==> src/design/dqu_pkg.sv <==
package dqu_pkg;

    // ring store geometry
    localparam int DEPTH  = 16;
    localparam int IDX_W  = (DEPTH > 1) ? $clog2(DEPTH) : 1;
    localparam int CNT_W  = $clog2(DEPTH + 1);

    // word field widths
    localparam int ACT_W  = 3;
    localparam int DATA_W = 32;
    localparam int STAT_W = 2;
    localparam int OCC_W  = 5;

    // command queue between front and back
    localparam int QDEPTH = 2;
    localparam int QIDX_W = (QDEPTH > 1) ? $clog2(QDEPTH) : 1;
    localparam int QCNT_W = $clog2(QDEPTH + 1);

    // action codes on the request channel
    localparam logic [ACT_W-1:0] ACT_PUSH_FRONT = 3'd0;
    localparam logic [ACT_W-1:0] ACT_PUSH_BACK  = 3'd1;
    localparam logic [ACT_W-1:0] ACT_POP_FRONT  = 3'd2;
    localparam logic [ACT_W-1:0] ACT_POP_BACK   = 3'd3;
    localparam logic [ACT_W-1:0] ACT_DUMP       = 3'd4;

    // status codes on the response channel
    localparam logic [STAT_W-1:0] ST_OK    = 2'd0;
    localparam logic [STAT_W-1:0] ST_EMPTY = 2'd1;
    localparam logic [STAT_W-1:0] ST_FULL  = 2'd2;

    typedef enum logic [2:0] {
        CMD_PUSH_FRONT,
        CMD_PUSH_BACK,
        CMD_POP_FRONT,
        CMD_POP_BACK,
        CMD_DUMP,
        CMD_NOP
    } cmd_op_t;

    typedef struct packed {
        cmd_op_t                  op;
        logic signed [DATA_W-1:0] value;
    } cmd_word_t;

    typedef enum logic [1:0] {
        BS_IDLE,
        BS_POP,
        BS_DUMP
    } back_state_t;

    // ring index step forward
    function automatic logic [IDX_W-1:0] ring_next(input logic [IDX_W-1:0] i);
        ring_next = (i == IDX_W'(DEPTH - 1)) ? '0 : i + IDX_W'(1);
    endfunction

    // ring index step backward
    function automatic logic [IDX_W-1:0] ring_prev(input logic [IDX_W-1:0] i);
        ring_prev = (i == '0) ? IDX_W'(DEPTH - 1) : i - IDX_W'(1);
    endfunction

endpackage

==> src/design/dqu_if.sv <==
// request channel
interface dqu_req_if;
    logic                                   valid;
    logic                                   ready;
    logic [dqu_pkg::ACT_W-1:0]              action;
    logic signed [dqu_pkg::DATA_W-1:0]      push_value;

    modport source (output valid, output action, output push_value, input ready);
    modport sink   (input valid, input action, input push_value, output ready);
endinterface

// response channel
interface dqu_rsp_if;
    logic                                   valid;
    logic                                   ready;
    logic [dqu_pkg::STAT_W-1:0]             status;
    logic signed [dqu_pkg::DATA_W-1:0]      value_out;
    logic                                   is_last;
    logic [dqu_pkg::OCC_W-1:0]              occupancy;

    modport source (output valid, output status, output value_out, output is_last,
                    output occupancy, input ready);
    modport sink   (input valid, input status, input value_out, input is_last,
                    input occupancy, output ready);
endinterface

==> src/design/dqu_front.sv <==
module dqu_front
(
    input  logic               clk,
    input  logic               rst_n,
    dqu_req_if.sink            req,
    output logic               cmd_valid,
    output dqu_pkg::cmd_word_t cmd,
    input  logic               cmd_take
);

    dqu_pkg::cmd_word_t          q_reg [dqu_pkg::QDEPTH];
    logic [dqu_pkg::QIDX_W-1:0]  wr_ptr_reg;
    logic [dqu_pkg::QIDX_W-1:0]  wr_ptr_next;
    logic [dqu_pkg::QIDX_W-1:0]  rd_ptr_reg;
    logic [dqu_pkg::QIDX_W-1:0]  rd_ptr_next;
    logic [dqu_pkg::QCNT_W-1:0]  qcnt_reg;
    logic [dqu_pkg::QCNT_W-1:0]  qcnt_next;
    dqu_pkg::cmd_word_t          new_cmd;
    logic                        push;
    logic                        pop;

    // classify the action code
    always_comb
    begin
        new_cmd.value = req.push_value;
        unique case (req.action)
            dqu_pkg::ACT_PUSH_FRONT: new_cmd.op = dqu_pkg::CMD_PUSH_FRONT;
            dqu_pkg::ACT_PUSH_BACK:  new_cmd.op = dqu_pkg::CMD_PUSH_BACK;
            dqu_pkg::ACT_POP_FRONT:  new_cmd.op = dqu_pkg::CMD_POP_FRONT;
            dqu_pkg::ACT_POP_BACK:   new_cmd.op = dqu_pkg::CMD_POP_BACK;
            dqu_pkg::ACT_DUMP:       new_cmd.op = dqu_pkg::CMD_DUMP;
            default:                 new_cmd.op = dqu_pkg::CMD_NOP;
        endcase
    end

    // queue handshake
    assign req.ready = (qcnt_reg != dqu_pkg::QCNT_W'(dqu_pkg::QDEPTH));
    assign push      = req.valid && req.ready;
    assign cmd_valid = (qcnt_reg != '0);
    assign pop       = cmd_valid && cmd_take;
    assign cmd       = q_reg[rd_ptr_reg];

    // queue pointers
    always_comb
    begin
        wr_ptr_next = push ? wr_ptr_reg + dqu_pkg::QIDX_W'(1) : wr_ptr_reg;
        rd_ptr_next = pop  ? rd_ptr_reg + dqu_pkg::QIDX_W'(1) : rd_ptr_reg;
        qcnt_next   = qcnt_reg;
        if (push && !pop)
        begin
            qcnt_next = qcnt_reg + dqu_pkg::QCNT_W'(1);
        end
        else if (pop && !push)
        begin
            qcnt_next = qcnt_reg - dqu_pkg::QCNT_W'(1);
        end
    end

    always_ff @(posedge clk or negedge rst_n)
    begin
        if (!rst_n)
        begin
            wr_ptr_reg <= '0;
            rd_ptr_reg <= '0;
            qcnt_reg   <= '0;
        end
        else
        begin
            wr_ptr_reg <= wr_ptr_next;
            rd_ptr_reg <= rd_ptr_next;
            qcnt_reg   <= qcnt_next;
        end
    end

    // queue storage
    always_ff @(posedge clk)
    begin
        if (push)
        begin
            q_reg[wr_ptr_reg] <= new_cmd;
        end
    end

endmodule

==> src/design/dqu_back.sv <==
module dqu_back
(
    input  logic               clk,
    input  logic               rst_n,
    input  logic               cmd_valid,
    input  dqu_pkg::cmd_word_t cmd,
    output logic               cmd_take,
    dqu_rsp_if.source          rsp
);

    dqu_pkg::back_state_t              state_reg;
    dqu_pkg::back_state_t              state_next;
    logic [dqu_pkg::IDX_W-1:0]         front_reg;
    logic [dqu_pkg::IDX_W-1:0]         front_next;
    logic [dqu_pkg::IDX_W-1:0]         back_reg;
    logic [dqu_pkg::IDX_W-1:0]         back_next;
    logic [dqu_pkg::CNT_W-1:0]         count_reg;
    logic [dqu_pkg::CNT_W-1:0]         count_next;
    logic [dqu_pkg::IDX_W-1:0]         addr_reg;
    logic [dqu_pkg::IDX_W-1:0]         addr_next;
    logic [dqu_pkg::CNT_W-1:0]         left_reg;
    logic [dqu_pkg::CNT_W-1:0]         left_next;

    logic                              rsp_valid_reg;
    logic                              rsp_valid_next;
    logic [dqu_pkg::STAT_W-1:0]        status_reg;
    logic [dqu_pkg::STAT_W-1:0]        status_next;
    logic signed [dqu_pkg::DATA_W-1:0] value_reg;
    logic signed [dqu_pkg::DATA_W-1:0] value_next;
    logic                              last_reg;
    logic                              last_next;
    logic [dqu_pkg::OCC_W-1:0]         occ_reg;
    logic [dqu_pkg::OCC_W-1:0]         occ_next;

    logic signed [dqu_pkg::DATA_W-1:0] mem_reg [dqu_pkg::DEPTH];
    logic signed [dqu_pkg::DATA_W-1:0] rdata_reg;
    logic                              mem_we;
    logic [dqu_pkg::IDX_W-1:0]         mem_waddr;

    logic                              slot_free;
    logic                              load;
    logic [dqu_pkg::STAT_W-1:0]        ld_status;
    logic signed [dqu_pkg::DATA_W-1:0] ld_value;
    logic                              ld_last;

    assign slot_free = !rsp_valid_reg || rsp.ready;

    // command sequencer
    always_comb
    begin
        state_next     = state_reg;
        front_next     = front_reg;
        back_next      = back_reg;
        count_next     = count_reg;
        addr_next      = addr_reg;
        left_next      = left_reg;
        cmd_take       = 1'b0;
        mem_we         = 1'b0;
        mem_waddr      = back_reg;
        load           = 1'b0;
        ld_status      = dqu_pkg::ST_OK;
        ld_value       = '0;
        ld_last        = 1'b1;

        unique case (state_reg)
            dqu_pkg::BS_IDLE:
            begin
                if (cmd_valid && slot_free)
                begin
                    cmd_take = 1'b1;
                    unique case (cmd.op) inside
                        dqu_pkg::CMD_PUSH_FRONT, dqu_pkg::CMD_PUSH_BACK:
                        begin
                            load = 1'b1;
                            if (count_reg == dqu_pkg::CNT_W'(dqu_pkg::DEPTH))
                            begin
                                ld_status = dqu_pkg::ST_FULL;
                            end
                            else
                            begin
                                mem_we     = 1'b1;
                                count_next = count_reg + dqu_pkg::CNT_W'(1);
                                if (cmd.op == dqu_pkg::CMD_PUSH_FRONT)
                                begin
                                    front_next = dqu_pkg::ring_prev(front_reg);
                                    mem_waddr  = dqu_pkg::ring_prev(front_reg);
                                end
                                else
                                begin
                                    back_next = dqu_pkg::ring_next(back_reg);
                                end
                            end
                        end
                        dqu_pkg::CMD_POP_FRONT, dqu_pkg::CMD_POP_BACK:
                        begin
                            if (count_reg == '0)
                            begin
                                load      = 1'b1;
                                ld_status = dqu_pkg::ST_EMPTY;
                            end
                            else
                            begin
                                count_next = count_reg - dqu_pkg::CNT_W'(1);
                                state_next = dqu_pkg::BS_POP;
                                if (cmd.op == dqu_pkg::CMD_POP_FRONT)
                                begin
                                    addr_next  = front_reg;
                                    front_next = dqu_pkg::ring_next(front_reg);
                                end
                                else
                                begin
                                    addr_next = dqu_pkg::ring_prev(back_reg);
                                    back_next = dqu_pkg::ring_prev(back_reg);
                                end
                            end
                        end
                        dqu_pkg::CMD_DUMP:
                        begin
                            if (count_reg == '0)
                            begin
                                load      = 1'b1;
                                ld_status = dqu_pkg::ST_EMPTY;
                            end
                            else
                            begin
                                addr_next  = front_reg;
                                left_next  = count_reg;
                                state_next = dqu_pkg::BS_DUMP;
                            end
                        end
                        default:
                        begin
                            load = 1'b1;
                        end
                    endcase
                end
            end
            dqu_pkg::BS_POP:
            begin
                if (slot_free)
                begin
                    load       = 1'b1;
                    ld_value   = rdata_reg;
                    state_next = dqu_pkg::BS_IDLE;
                end
            end
            dqu_pkg::BS_DUMP:
            begin
                if (slot_free)
                begin
                    load     = 1'b1;
                    ld_value = rdata_reg;
                    ld_last  = (left_reg == dqu_pkg::CNT_W'(1));
                    if (ld_last)
                    begin
                        state_next = dqu_pkg::BS_IDLE;
                    end
                    else
                    begin
                        addr_next = dqu_pkg::ring_next(addr_reg);
                        left_next = left_reg - dqu_pkg::CNT_W'(1);
                    end
                end
            end
            default:
            begin
                state_next = dqu_pkg::BS_IDLE;
            end
        endcase
    end

    // response register
    always_comb
    begin
        rsp_valid_next = rsp_valid_reg && !rsp.ready;
        status_next    = status_reg;
        value_next     = value_reg;
        last_next      = last_reg;
        occ_next       = occ_reg;
        if (load)
        begin
            rsp_valid_next = 1'b1;
            status_next    = ld_status;
            value_next     = ld_value;
            last_next      = ld_last;
            occ_next       = dqu_pkg::OCC_W'(count_next);
        end
    end

    always_ff @(posedge clk or negedge rst_n)
    begin
        if (!rst_n)
        begin
            state_reg     <= dqu_pkg::BS_IDLE;
            front_reg     <= '0;
            back_reg      <= '0;
            count_reg     <= '0;
            addr_reg      <= '0;
            left_reg      <= '0;
            rsp_valid_reg <= 1'b0;
        end
        else
        begin
            state_reg     <= state_next;
            front_reg     <= front_next;
            back_reg      <= back_next;
            count_reg     <= count_next;
            addr_reg      <= addr_next;
            left_reg      <= left_next;
            rsp_valid_reg <= rsp_valid_next;
        end
    end

    always_ff @(posedge clk)
    begin
        status_reg <= status_next;
        value_reg  <= value_next;
        last_reg   <= last_next;
        occ_reg    <= occ_next;
    end

    // ring store, one write port and one registered read port
    always_ff @(posedge clk)
    begin
        if (mem_we)
        begin
            mem_reg[mem_waddr] <= cmd.value;
        end
        rdata_reg <= mem_reg[addr_next];
    end

    assign rsp.valid     = rsp_valid_reg;
    assign rsp.status    = status_reg;
    assign rsp.value_out = value_reg;
    assign rsp.is_last   = last_reg;
    assign rsp.occupancy = occ_reg;

    // count stays within the ring
    a_count_bound: assert property (@(posedge clk) disable iff (!rst_n)
        count_reg <= dqu_pkg::CNT_W'(dqu_pkg::DEPTH))
        else $error("entry count beyond depth");

    // empty ring has matching ends
    a_empty_ends: assert property (@(posedge clk) disable iff (!rst_n)
        (count_reg == '0) |-> (front_reg == back_reg))
        else $error("front and back differ on empty ring");

    // dump walk never runs past the held entries
    a_dump_walk: assert property (@(posedge clk) disable iff (!rst_n)
        (state_reg == dqu_pkg::BS_DUMP) |-> ((left_reg != '0) && (left_reg <= count_reg)))
        else $error("dump walk count out of range");

    // a started pop delivers its word on the next free slot
    a_pop_done: assert property (@(posedge clk) disable iff (!rst_n)
        ((state_reg == dqu_pkg::BS_POP) && slot_free) |=>
            (rsp_valid_reg && (state_reg == dqu_pkg::BS_IDLE)))
        else $error("pop result not delivered");

endmodule

==> src/design/double_ended_queue_unit.sv <==
// double-ended queue of signed 32-bit values on a 16-entry ring store
// req channel: one word per action (push front/back, pop front/back, dump);
//   push_value is used by pushes only, unknown action codes give a plain ok
// rsp channel: one word per action, a dump gives one word per held entry
//   front to back with is_last on the final one; occupancy follows the action
// path: a push, a refused push, an empty answer or an unknown code passes the
//   command queue and the response register; a pop or the first dump word
//   also passes the registered read of the ring store
// throughput: pushes one per cycle while rsp is not stalled; a pop holds the
//   back end until its word is loaded; a dump walks the entries one per cycle
//   while rsp is not stalled, through the single store read port
// a two-word command queue sits between the front and back ends, so req stays
//   ready while a result waits; once it fills, req.ready drops
// when rsp is stalled the result word holds and the back end waits
// reset: asynchronous active low; the deque comes up empty, the command queue
//   empty and no response pending; store contents are not cleared
module double_ended_queue_unit
(
    input  logic      clk,
    input  logic      rst_n,
    dqu_req_if.sink   req,
    dqu_rsp_if.source rsp
);

    logic               cmd_valid;
    logic               cmd_take;
    dqu_pkg::cmd_word_t cmd;

    // accept and classify
    dqu_front u_front
    (
        .clk       (clk),
        .rst_n     (rst_n),
        .req       (req),
        .cmd_valid (cmd_valid),
        .cmd       (cmd),
        .cmd_take  (cmd_take)
    );

    // carry out on the ring store
    dqu_back u_back
    (
        .clk       (clk),
        .rst_n     (rst_n),
        .cmd_valid (cmd_valid),
        .cmd       (cmd),
        .cmd_take  (cmd_take),
        .rsp       (rsp)
    );

endmodule

==> src/flat_wrapper.sv <==
// flat-port wrapper written by rule: the top's interface ports become plain ports
module double_ended_queue_unit_flat 
  (clk, rst_n, req_valid, req_action, req_push_value, req_ready, rsp_valid, rsp_status, rsp_value_out, rsp_is_last, rsp_occupancy, rsp_ready);
  dqu_req_if req_i ();
  dqu_rsp_if rsp_i ();
  input  logic clk;
  input  logic rst_n;
  input wire logic [$bits(req_i.valid)-1:0] req_valid;
  input wire logic [$bits(req_i.action)-1:0] req_action;
  input wire logic [$bits(req_i.push_value)-1:0] req_push_value;
  output wire logic [$bits(req_i.ready)-1:0] req_ready;
  output wire logic [$bits(rsp_i.valid)-1:0] rsp_valid;
  output wire logic [$bits(rsp_i.status)-1:0] rsp_status;
  output wire logic [$bits(rsp_i.value_out)-1:0] rsp_value_out;
  output wire logic [$bits(rsp_i.is_last)-1:0] rsp_is_last;
  output wire logic [$bits(rsp_i.occupancy)-1:0] rsp_occupancy;
  input wire logic [$bits(rsp_i.ready)-1:0] rsp_ready;
  assign req_i.valid = req_valid;
  assign req_i.action = req_action;
  assign req_i.push_value = req_push_value;
  assign req_ready = req_i.ready;
  assign rsp_valid = rsp_i.valid;
  assign rsp_status = rsp_i.status;
  assign rsp_value_out = rsp_i.value_out;
  assign rsp_is_last = rsp_i.is_last;
  assign rsp_occupancy = rsp_i.occupancy;
  assign rsp_i.ready = rsp_ready;
  double_ended_queue_unit u_core (.clk(clk), .rst_n(rst_n), .req(req_i), .rsp(rsp_i));
endmodule
==> config.mk <==
export PLATFORM = sky130hd
export DESIGN_NAME = double_ended_queue_unit_flat
export DESIGN_NICKNAME = d
export VERILOG_FILES = /design/src/design/dqu_pkg.sv /design/src/design/dqu_if.sv /design/src/design/dqu_front.sv /design/src/design/dqu_back.sv /design/src/design/double_ended_queue_unit.sv /design/src/flat_wrapper.sv
export SDC_FILE = /design/constraint.sdc
export NUM_CORES = 1
export LEC_CHECK = 0
export BUFFER_PORTS_ARGS = -buffer_cell sky130_fd_sc_hd__buf_2
export CORE_MARGIN = 8
export CORE_UTILIZATION = 29
export CTS_CLUSTER_DIAMETER = 150
export CTS_CLUSTER_SIZE = 28
export DETAILED_ROUTE_END_ITERATION = 8
export PLACE_DENSITY_LB_ADDON = 0.1
export SETUP_SLACK_MARGIN = 0.5
export SYNTH_ARGS = -nofsm -noshare
export SYNTH_HDL_FRONTEND = slang
export SYNTH_SLANG_ARGS = --single-unit
==> constraint.sdc <==
create_clock -name clk -period 3.6 [get_ports clk]
set_input_delay 0.72 -clock clk [delete_from_list [all_inputs] [get_ports clk]]
set_output_delay 0.72 -clock clk [all_outputs]
set_load 0.01 [all_outputs]
* Word-level counts from Yosys, hierarchy flattened
Memories as Yosys holds them, arrays and structs flattened. A register that Yosys moved wholly into a read port is not among the register bits. Index checks and enable logic that the tools add are counted.
Cells by class: $add $sub $neg 12, multipliers 0, div/mod/pow operators 0, magnitude comparators 0, eq/ne operators 32, shift-type cells 0, mux-type cells 69, bitwise logic cells 0, reduce and logical (&&, ||, !) cells 32
Operators with widths (number):
- 4-bit 2-to-1 mux | 24
- 5-bit 2-to-1 mux | 9
- 4-bit case mux with 2 select lines | 4
- 2-bit inequality test (second input constant) | 14
- 7-bit AND reduction | 3
- 5-bit case mux with 2 select lines | 2
- 2-bit 2-to-1 mux | 9
- 1-bit 2-to-1 mux | 16
- 3-bit case mux with 5 select lines | 1
- 4-bit by 1-bit adder with 4-bit output (second input constant) | 3
- 3-bit by 2-bit equality test with 1-bit output (second input constant) | 4
- 4-bit equality test (second input constant) | 3
- 5-bit by 1-bit subtractor with 5-bit output (second input constant) | 2
- 4-bit logical NOT | 2
- 2-bit case mux with 2 select lines | 2
- 2-bit nonzero test | 4
- 4-bit by 1-bit subtractor with 4-bit output (second input constant) | 2
- 3-bit by 1-bit equality test with 1-bit output (second input constant) | 2
- 3-bit equality test (second input constant) | 2
- 1-bit logical AND | 6
- 3-bit logical NOT | 2
- 3-bit inequality test (second input constant) | 2
- 2-bit case mux with 3 select lines | 1
- 2-bit AND reduction | 3
- other kinds (17) | 23
Storage, ports and cells: bits in registers 69, bits in latches 0, bits in writable memories 582, ROM bits 0, input port bits 39, output and inout port bits 42, logic and storage cells 161, memories kept 2
Memories:
- u_core.u_back.mem_reg | words 16, bits a word 32, rd ports 1, clocked after memory_dff 1, wr ports 1, RTL line dqu_back.sv:35 | logic signed [dqu_pkg::DATA_W-1:0] mem_reg [dqu_pkg::DEPTH];
- u_core.u_front.q_reg | words 2, bits a word 35, rd ports 1, clocked after memory_dff 0, wr ports 1, RTL line dqu_front.sv:11 | dqu_pkg::cmd_word_t q_reg [dqu_pkg::QDEPTH];

* Depth between registers and ports, before layout
Gate-level depths: netlist of run 1.
depth in word-level cells 9, mapped depth 14, depth with buffers taken out 11

* Cells and area by module
Synthesis of run 1 repeated with hierarchy kept, for this count alone.
Second synthesis, totals: cells, all modules 1841, area total of the unflattened synthesis 27969.3 um^2
Modules (own cells, without submodules):
- dqu_back | instances 1, cells an instance 1711, area an instance 25081.6 um^2
- dqu_front | instances 1, cells an instance 130, area an instance 2887.8 um^2

* Worst setup path before layout of run 1
OpenSTA, ideal clock, no wires.
kind reg2reg, start point register u_core.u_back.state_reg[0], end point memory u_core.u_back.mem_reg[1][0] (netlist bit), enable pin, arrival time 3.495 ns, slack -0.316 ns, stages on the path, launching flop included 11, period minus slack after synthesis 3.916 ns, cell sequence dfrtp_1 > inv_1 > ha_1 > buf_2 > inv_1 > nor3_1 > nand4_1 > nor2_1 > o21ai_0 > or3_1 > nor2_1
Between the ends: longest elaborated chain between the ends 4, elaborated cells on any way between the ends 5, classes of those cells mux: 4; reduce/logical: 1
RTL lines:
- start: declaration | RTL line dqu_back.sv:11 | dqu_pkg::back_state_t state_reg;
- start signal: assignment | RTL line dqu_back.sv:194 | state_reg <= dqu_pkg::BS_IDLE;
- start signal: assignment | RTL line dqu_back.sv:204 | state_reg <= state_next;
- 2-bit logical NOT (*) | RTL line dqu_back.sv:65 | unique case (state_reg)
- 1-bit 2-to-1 mux | RTL line dqu_back.sv:65
- 1-bit 2-to-1 mux | RTL line dqu_back.sv:225 | if (mem_we)
- 1-bit 2-to-1 mux (not written as such) | RTL line dqu_back.sv:227 | mem_reg[mem_waddr] <= cmd.value;
- end: declaration | RTL line dqu_back.sv:35
Every way passes the cells marked *; elsewhere a longest branch is shown, timed or not.

* Worst setup path in the final report of run 1
start point register u_core.u_back.left_reg[1] (netlist bit), end point register u_core.u_back.rdata_reg[19] (netlist bit), read port of u_core.u_back.mem_reg
Between the ends: longest elaborated chain between the ends 4
RTL lines:
- start: declaration | RTL line dqu_back.sv:21 | logic [dqu_pkg::CNT_W-1:0] left_reg;
- start signal: assignment | RTL line dqu_back.sv:209 | left_reg <= left_next;
- 5-bit by 1-bit equality test with 1-bit output | RTL line dqu_back.sv:153 | ld_last = (left_reg == dqu_pkg::CNT_W'(1));
- 4-bit 2-to-1 mux | RTL line dqu_back.sv:154 | if (ld_last)
- 4-bit 2-to-1 mux | RTL line dqu_back.sv:149 | if (slot_free)
- 4-bit case mux with 2 select lines | RTL line dqu_back.sv:65
- end: declaration | RTL line dqu_back.sv:36 | logic signed [dqu_pkg::DATA_W-1:0] rdata_reg;
No other way between the ends. A chain may end at the register's enable or synchronous reset.

==> flow_summary_export.csv, run 1 <==
group,metric,value,unit
run_status,status,"complete, no violations",
yosys,ys_ff_latch,683,
yosys,synth-edff-count,622,
clock_network,cts_buffer_depth,3,
sta,whs,130.2,ps
global_routing,overflow,0,
run,maxCapViolations,0,
sta,final.setup.tns,0,ps
global_routing,first_global_vias,14420,
sta,post-route-period-util,88.33,%
global_routing,grt_usage,13.22,%
worst_setup_path,crit_cells,15,
worst_setup_path,path_class,"reg -> reg",
place,place.gp.congestion,0.7610,
layout,area.growth.synth_to_final,17.77,%
floorplan,die_area,103300,um2
yosys,yosysTopAreaCell,"edfxtp_1",
worst_setup_path,cp-end-kind,"flip-flop",
worst_setup_path,cp_max_fo,6,
layout,nets,1766,
worst_setup_path,cp_data_arrival_time,3690,ps
worst_hold_path,hp-class,"in -> async",
pwr,switching_share,36.21,%
sta,setup_ws,420.2,ps
drt,wire_per_inst,23.68,um
pwr,intPower,0.01868,W
yosys,async_flop_share,4.246,%
drt,num_vias,13840,
sta,max_slew.worst_pin.slew,951.7,ps
clock_network,cts_tree,"built",
floorplan,floorplan.die.height,321.4,um
yosys,yosys_warnings,0,
worst_setup_path,r2r_cells,15,
drt,viasPerCell,4.633,
yosys,synthCells,1544,
clock_network,cts_root_buf,"clkbuf_16",
yosys,avgSynthCellArea,17.52,um2
layout,final_util,34.29,%
yosys,synthesis.nets,1599,
layout,seq_area,20050,um2
pwr,power_frac_clock,13.6,%
layout,multiInputGateArea,7044,um2
worst_setup_path,critical-path-top-delay-family,"buffers and inverters",
worst_setup_path,critPathBufInv,6,
yosys,synth_cell_types,60,
sta,fmax,314.5,MHz
drt,drc,0,
sta,slew_violations,0,
yosys,ys_top_cells_by_area,"edfxtp_1 (69%), mux2i_1 (7.3%), mux2_2 (6.4%)",
clock_network,htreeDepth,1,
floorplan,start_util,29.12,%
pwr,combPwrFrac,48.7,%
floorplan,rows,112,
place,place_hpwl,41630,um
sta,finalHoldViolations,0,
place,dp_cells,2890,
clock_network,cts.sinks,683,
pwr,pwr-share-seq,37.7,%
drt,drt-pass1-iter-count,5,
global_routing,grt_max_degree,36,
floorplan,io_pins,81,
sta,setup_viol,0,
layout,nFillCells,8813,
clock_network,worst_skew_pair.late_latency,630,ps
place,place_ws,83.17,ps
pwr,power_leakage,10.93,nW
drt,drt_wl_total,70740,um
sta,rsz0062_at_grt,"true",
layout,largest_reg_flops,512,
worst_setup_path,slowest_delay,480,ps
yosys,synth_ff_type,"edfxtp_1",
layout,stdcell_count,2988,
place,portBuffers,80,
worst_setup_path,start_kind,"flip-flop",
sta,skew,32.76,ps
clock_network,cts_buffers,28,
sta,post-route-min-period,3180,ps
pwr,power_density,919.3,nW/um2
clock_network,path_clk_slew,110,ps
global_routing,grt_pass1_wl,102100,um
yosys,yosysTopAreaCellShare,69.04,%
pwr,switchingPower,0.01061,W
pwr,peakVddDrop,507.6,uV
drt,drtIter0Drc,828,
global_routing,antenna_found_initial,4,
yosys,ys_seq_area_share,74.09,%
sta,relSlewSlack,36.55,%
drt,antenna_left,0,
layout,drive_above_1_share,30.24,%
worst_setup_path,cp_slowest_cell,"or4b_4",
worst_setup_path,cp_cell_sequence,"inv_2 -> ha_4 -> or4b_4 -> and3_4 -> a22o_1 -> a211oi_4 -> buf_12 -> buf_16 -> buf_12 -> buf_16 -> mux2i_1 -> mux2i_1 -> o22ai_1 -> buf_4 -> nor3_2",
yosys,synthesis.area,27050,um2
worst_setup_path,crit_required,4110,ps
floorplan,die_w,321.4,um
floorplan,core_region_area,92910,um2
[power groups by stage]
stage                     Combinational [W]  Sequential (W)  Clock (W)
after CTS                            0.0140          0.0111    0.00420
final                                0.0143          0.0111    0.00399
after detailed placement             0.0120          0.0112          0
after global routing                 0.0153          0.0112    0.00442
after floorplan                     0.00790          0.0111          0
after global placement               0.0119          0.0113          0
[stage by stage]
stage	power, W	instance area, um2
final	0.02929	31860
after global routing	0.03092	31860
after CTS	0.02929	31490
after detailed placement	0.02320	29790
after global placement	0.02315	29790
after floorplan	0.01904	27150
[worst reg2reg max path, delay by kind of cell (launching register included)]
family	cells	cell delay (ps)
buf+inv	6	840
simple gates	3	720
compound gates	3	660
flops	1	400
mux	2	320
fa+ha+maj	1	110
[path summary, 6_finish.rpt]
path	startpoint	endpoint	slack (ps)
worst max register to register	u_core.u_back.left_reg[1]	u_core.u_back.rdata_reg[19]	420
worst min register to register	u_core.u_front.qcnt_reg[1]	u_core.u_front.qcnt_reg[1]	520
worst min-delay path	rst_n	u_core.u_front.wr_ptr_reg	130
max in group asynchronous	rst_n	u_core.u_back.back_reg[0]	2950
min in group clk	req_push_value[2]	u_core.u_front.q_reg[1][2]	270
worst max-delay path	u_core.u_back.left_reg[1]	u_core.u_back.rdata_reg[19]	420
[placed cells by master (no fill, tap or decap), types with 22 or more instances in the layout]
cell	instances
clkbuf_16	34
edfxtp_1	622
o22ai_1	76
buf_12	37
a21oi_1	23
buf_4	69
dfxtp_1	32
mux2_2	151
nor3_2	33
dfrtp_1	27
and3_1	33
mux2i_1	186
nand2_1	26
buf_2	80
clkbuf_1	22
[logic make-up after synthesis]
group,Yosys count,share of synthesized area [%]
AO/OA/AOI/OAI,189,4.445
XOR/XNOR,13,0.4209
adder cells (fa/ha/maj),16,0.7400
buffers and inverters,96,2.049
flip-flops,683,74.09
multiplexers,363,14.20
AND/OR/NAND/NOR,184,4.047
[Yosys cell counts (all sizes together) (2+ instances only)]
cell type	count
a211o	2
a211oi	2
a21oi	23
a22oi	2
a31oi	9
a41o	2
a41oi	2
and2	2
and3	35
buf	42
clkbuf	32
dfrtp	29
dfxtp	32
edfxtp	622
ha	16
inv	22
mux2	164
mux2i	199
nand2	28
nand2b	5
nand3	16
nand3b	2
nand4	2
nor2	42
nor2b	4
nor3	35
nor3b	2
o211ai	2
o21a	2
o21ai	25
o21bai	2
o221ai	2
o22a	4
o22ai	100
o32ai	3
or2	3
or3	5
or4b	2
xnor2	11
xor2	2
[what timing repair did]
| item | CTS | global route |
|---|---|---|
| gates resized for setup | 67 | 38 |
| setup buffers | 26 | 5 |
| hold buffers | 0 | 0 |
| pin swaps | 15 | 10 |
| gates cloned | 9 | 5 |
| endpoints found under the setup margin | 445 | 544 |
[cell type report]
type	instances	area share (%)
multi-input cells	765	22.11
diodes	1	0.007855
clock inverters	1	0.05106
inverters	22	0.2592
repair buffers	211	7.183
well taps	1254	4.925
flip-flops and latches	683	62.92
clock buffers	51	2.537
[metal layers]
layer / routed length [um] / part of all wire (%) / global-route usage, %
met5: 10 / 0.014 / 0
met1: 32500 / 46 / 18.06
met3: 2115 / 3.0 / 1.489
met4: 1333 / 1.9 / 2.654
met2: 34780 / 49 / 22.68
(Power assumes the default switching activity.)
==> inputs of run 2 (changes only) <==
CORE_MARGIN = 2   (was 8)
==> run 2 against run 1 <==
  * Routed wire length is 0.25% lower
  * Fmax is 2.5% higher
  * Non-clock buffer count is 9 lower
  * Critical path type unchanged
  * Clock power is 1% higher
  * Register-to-register slack better by 80 ps
==> flow_summary_export.csv, run 2 (synthesized netlist as in run 1, its figures left out) <==
group,metric,value,unit
place,portBuffers,80,
layout,largest_reg_flops,512,
worst_setup_path,cp_slowest_cell,"or4b_4",
clock_network,cts_root_buf,"clkbuf_16",
global_routing,grt_max_degree,41,
layout,area.growth.synth_to_final,18.14,%
place,postPlaceCellArea,29950,um2
floorplan,io_pins,81,
sta,relSlewSlack,40.96,%
worst_setup_path,start_kind,"flip-flop",
sta,max_slew.worst_pin.slew,885.6,ps
clock_network,htreeDepth,1,
worst_setup_path,cp_max_fo,8,
pwr,power_leakage,10.97,nW
place,place_ws,66.93,ps
run_status,status,"complete, no violations",
floorplan,start_util,29.12,%
global_routing,first_global_vias,14020,
floorplan,die_w,309.4,um
layout,final_common_cell,"edfxtp_1",
global_routing,grt_pass1_wl,99870,um
layout,final_area,31960,um2
floorplan,floorplan.die.height,309.4,um
clock_network,cts_buffers,28,
worst_setup_path,crit_required,4120,ps
sta,final.setup.tns,0,ps
drt,drt-pass1-iter-count,4,
drt,antenna_left,0,
worst_setup_path,cp-end-kind,"flip-flop",
global_routing,antenna_found_initial,3,
global_routing,grt_usage,14.31,%
worst_setup_path,r2r_cells,12,
worst_setup_path,r2r_start,"u_core.u_back.left_reg[1]",
drt,drt-met1-wl,33180,um
pwr,power_density,900.8,nW/um2
clock_network,cts.sinks,683,
floorplan,die_area,95740,um2
worst_setup_path,slowest_delay,500,ps
drt,drc,0,
worst_setup_path,rr_endpoint,"u_core.u_back.rdata_reg[30]",
floorplan,core_region_area,92910,um2
drt,viasPerCell,4.626,
worst_setup_path,endpoint,"u_core.u_back.rdata_reg[30]",
clock_network,cts_tree,"built",
sta,rsz0062_at_grt,"true",
sta,post-route-period-util,86.16,%
global_routing,overflow,0,
drt,routed.top_layer,"met4",
sta,skew,23.55,ps
worst_hold_path,hp-class,"in -> async",
drt,num_vias,13780,
sta,post-route-min-period,3102,ps
sta,slew_violations,0,
place,place.gp.congestion,0.7662,
sta,finalHoldViolations,0,
drt,wl_met2,34430,um
layout,nets,1757,
layout,most-common-layout-cells,"edfxtp_1 (622), mux2i_1 (196), mux2_2 (147)",
pwr,peakVddDrop,645.3,uV
floorplan,rows,112,
worst_setup_path,worst-r2r-setup-slack,500,ps
layout,diodes,0,
clock_network,cts_buffer_depth,3,
sta,fmax,322.4,MHz
worst_setup_path,critPathMostFrequentCell,"buf_6",
drt,drtIter0Drc,805,
clock_network,worst_skew_pair.late_latency,630,ps
layout,drive_above_1_share,30.51,%
drt,drt_wl_total,70570,um
worst_setup_path,cp_cell_sequence,"inv_2 -> ha_4 -> or4b_4 -> and3_4 -> a22o_1 -> a211oi_4 -> buf_6 -> buf_16 -> buf_6 -> mux2_2 -> o22ai_4 -> nor3_2",
worst_setup_path,worstSetupStartpoint,"u_core.u_back.left_reg[1]",
drt,dr_wl_met3,1733,um
sta,setup_viol,0,
place,place_hpwl,41390,um
sta,setup_ws,498.3,ps
sta,whs,143.3,ps
clock_network,path_clk_slew,110,ps
worst_setup_path,path_class,"reg -> reg",
worst_setup_path,cp_data_arrival_time,3630,ps
run,maxCapViolations,0,
drt,wire_per_inst,23.70,um
-- run 2: cell count changes in the layout (fill, tap and decap cells not counted), sizes merged --
| cell | before | now |
|---|---|---|
| buf | 203 | 193 |
| bufbuf | 3 | 0 |
| clkbuf | 56 | 59 |
| bufinv | 0 | 1 |
| clkinv | 0 | 1 |
| diode | 1 | 0 |
| inv | 23 | 22 |
-- run 2: timing repair --
item                                    in CTS  in global routing
gates cloned                                 4                  9
hold buffers                                 0                  0
pin swaps                                    4                 23
hold endpoints to repair                     0                  0
setup buffers                                7                 14
endpoints found under the setup margin     461                544
gates resized for setup                     53                 75
-- run 2: power by group --
group | internal [W] | switching (W) | total, W | leakage (nW)
Sequential | 0.0106 | 0.000460 | 0.0110 | 6.27
Combinational | 0.00617 | 0.00756 | 0.0137 | 4.30
Clock | 0.00162 | 0.00242 | 0.00404 | 0.403
-- run 2: worst min path at each step --
stage,start,end,slack [ps],depth (start not counted)
6_report,rst_n,u_core.u_front.wr_ptr_reg,140,1
5_1_grt,rst_n,u_core.u_front.wr_ptr_reg,160,1
4_1_cts,rst_n,u_core.u_back.count_reg[0],130,1
3_5_place_dp,u_core.u_front.qcnt_reg[1],u_core.u_front.qcnt_reg[1],510,1
3_3_place_gp,u_core.u_front.qcnt_reg[1],u_core.u_front.qcnt_reg[1],500,1
2_1_floorplan,rst_n,u_core.u_back.addr_reg[0],420,0
-- run 2: metal layers --
| metal | track usage, % | vias up |
|---|---|---|
| met4 | 2.709 | 0 |
| met3 | 1.455 | 51 |
| met1 | 19.88 | 7183 |
| met2 | 24.38 | 160 |
| li1 | - | 6383 |
| met5 | 0 | - |
-- run 2: worst max-delay path: cells and delay by family, from the launching register on --
| kind | cells | cell delay (ps) |
|---|---|---|
| simple gates | 3 | 780 |
| buf+inv | 4 | 670 |
| compound gates | 3 | 620 |
| flops | 1 | 400 |
| mux | 1 | 390 |
| fa+ha+maj | 1 | 120 |
-- run 2: final cells by class --
class                           instances  area, um2
Clock inverter                          2      46.29
Timing Repair Buffer                  202       2288
Tap cell                             1254       1569
Clock buffer                           50      804.5
Multi-Input combinational cell        765       7123
Sequential cell                       683      20050
Fill cell                            8840      60950
Inverter                               22      82.58
-- run 2: through the flow --
step,instances,total power [W],utilization (%)
after global routing,2978,0.03045,34.40
final,2978,0.02879,34.40
after floorplan,1544,0.01904,-
after CTS,2955,0.02818,33.65
after global placement,2892,0.02308,32.24
after detailed placement,2892,0.02313,32.24
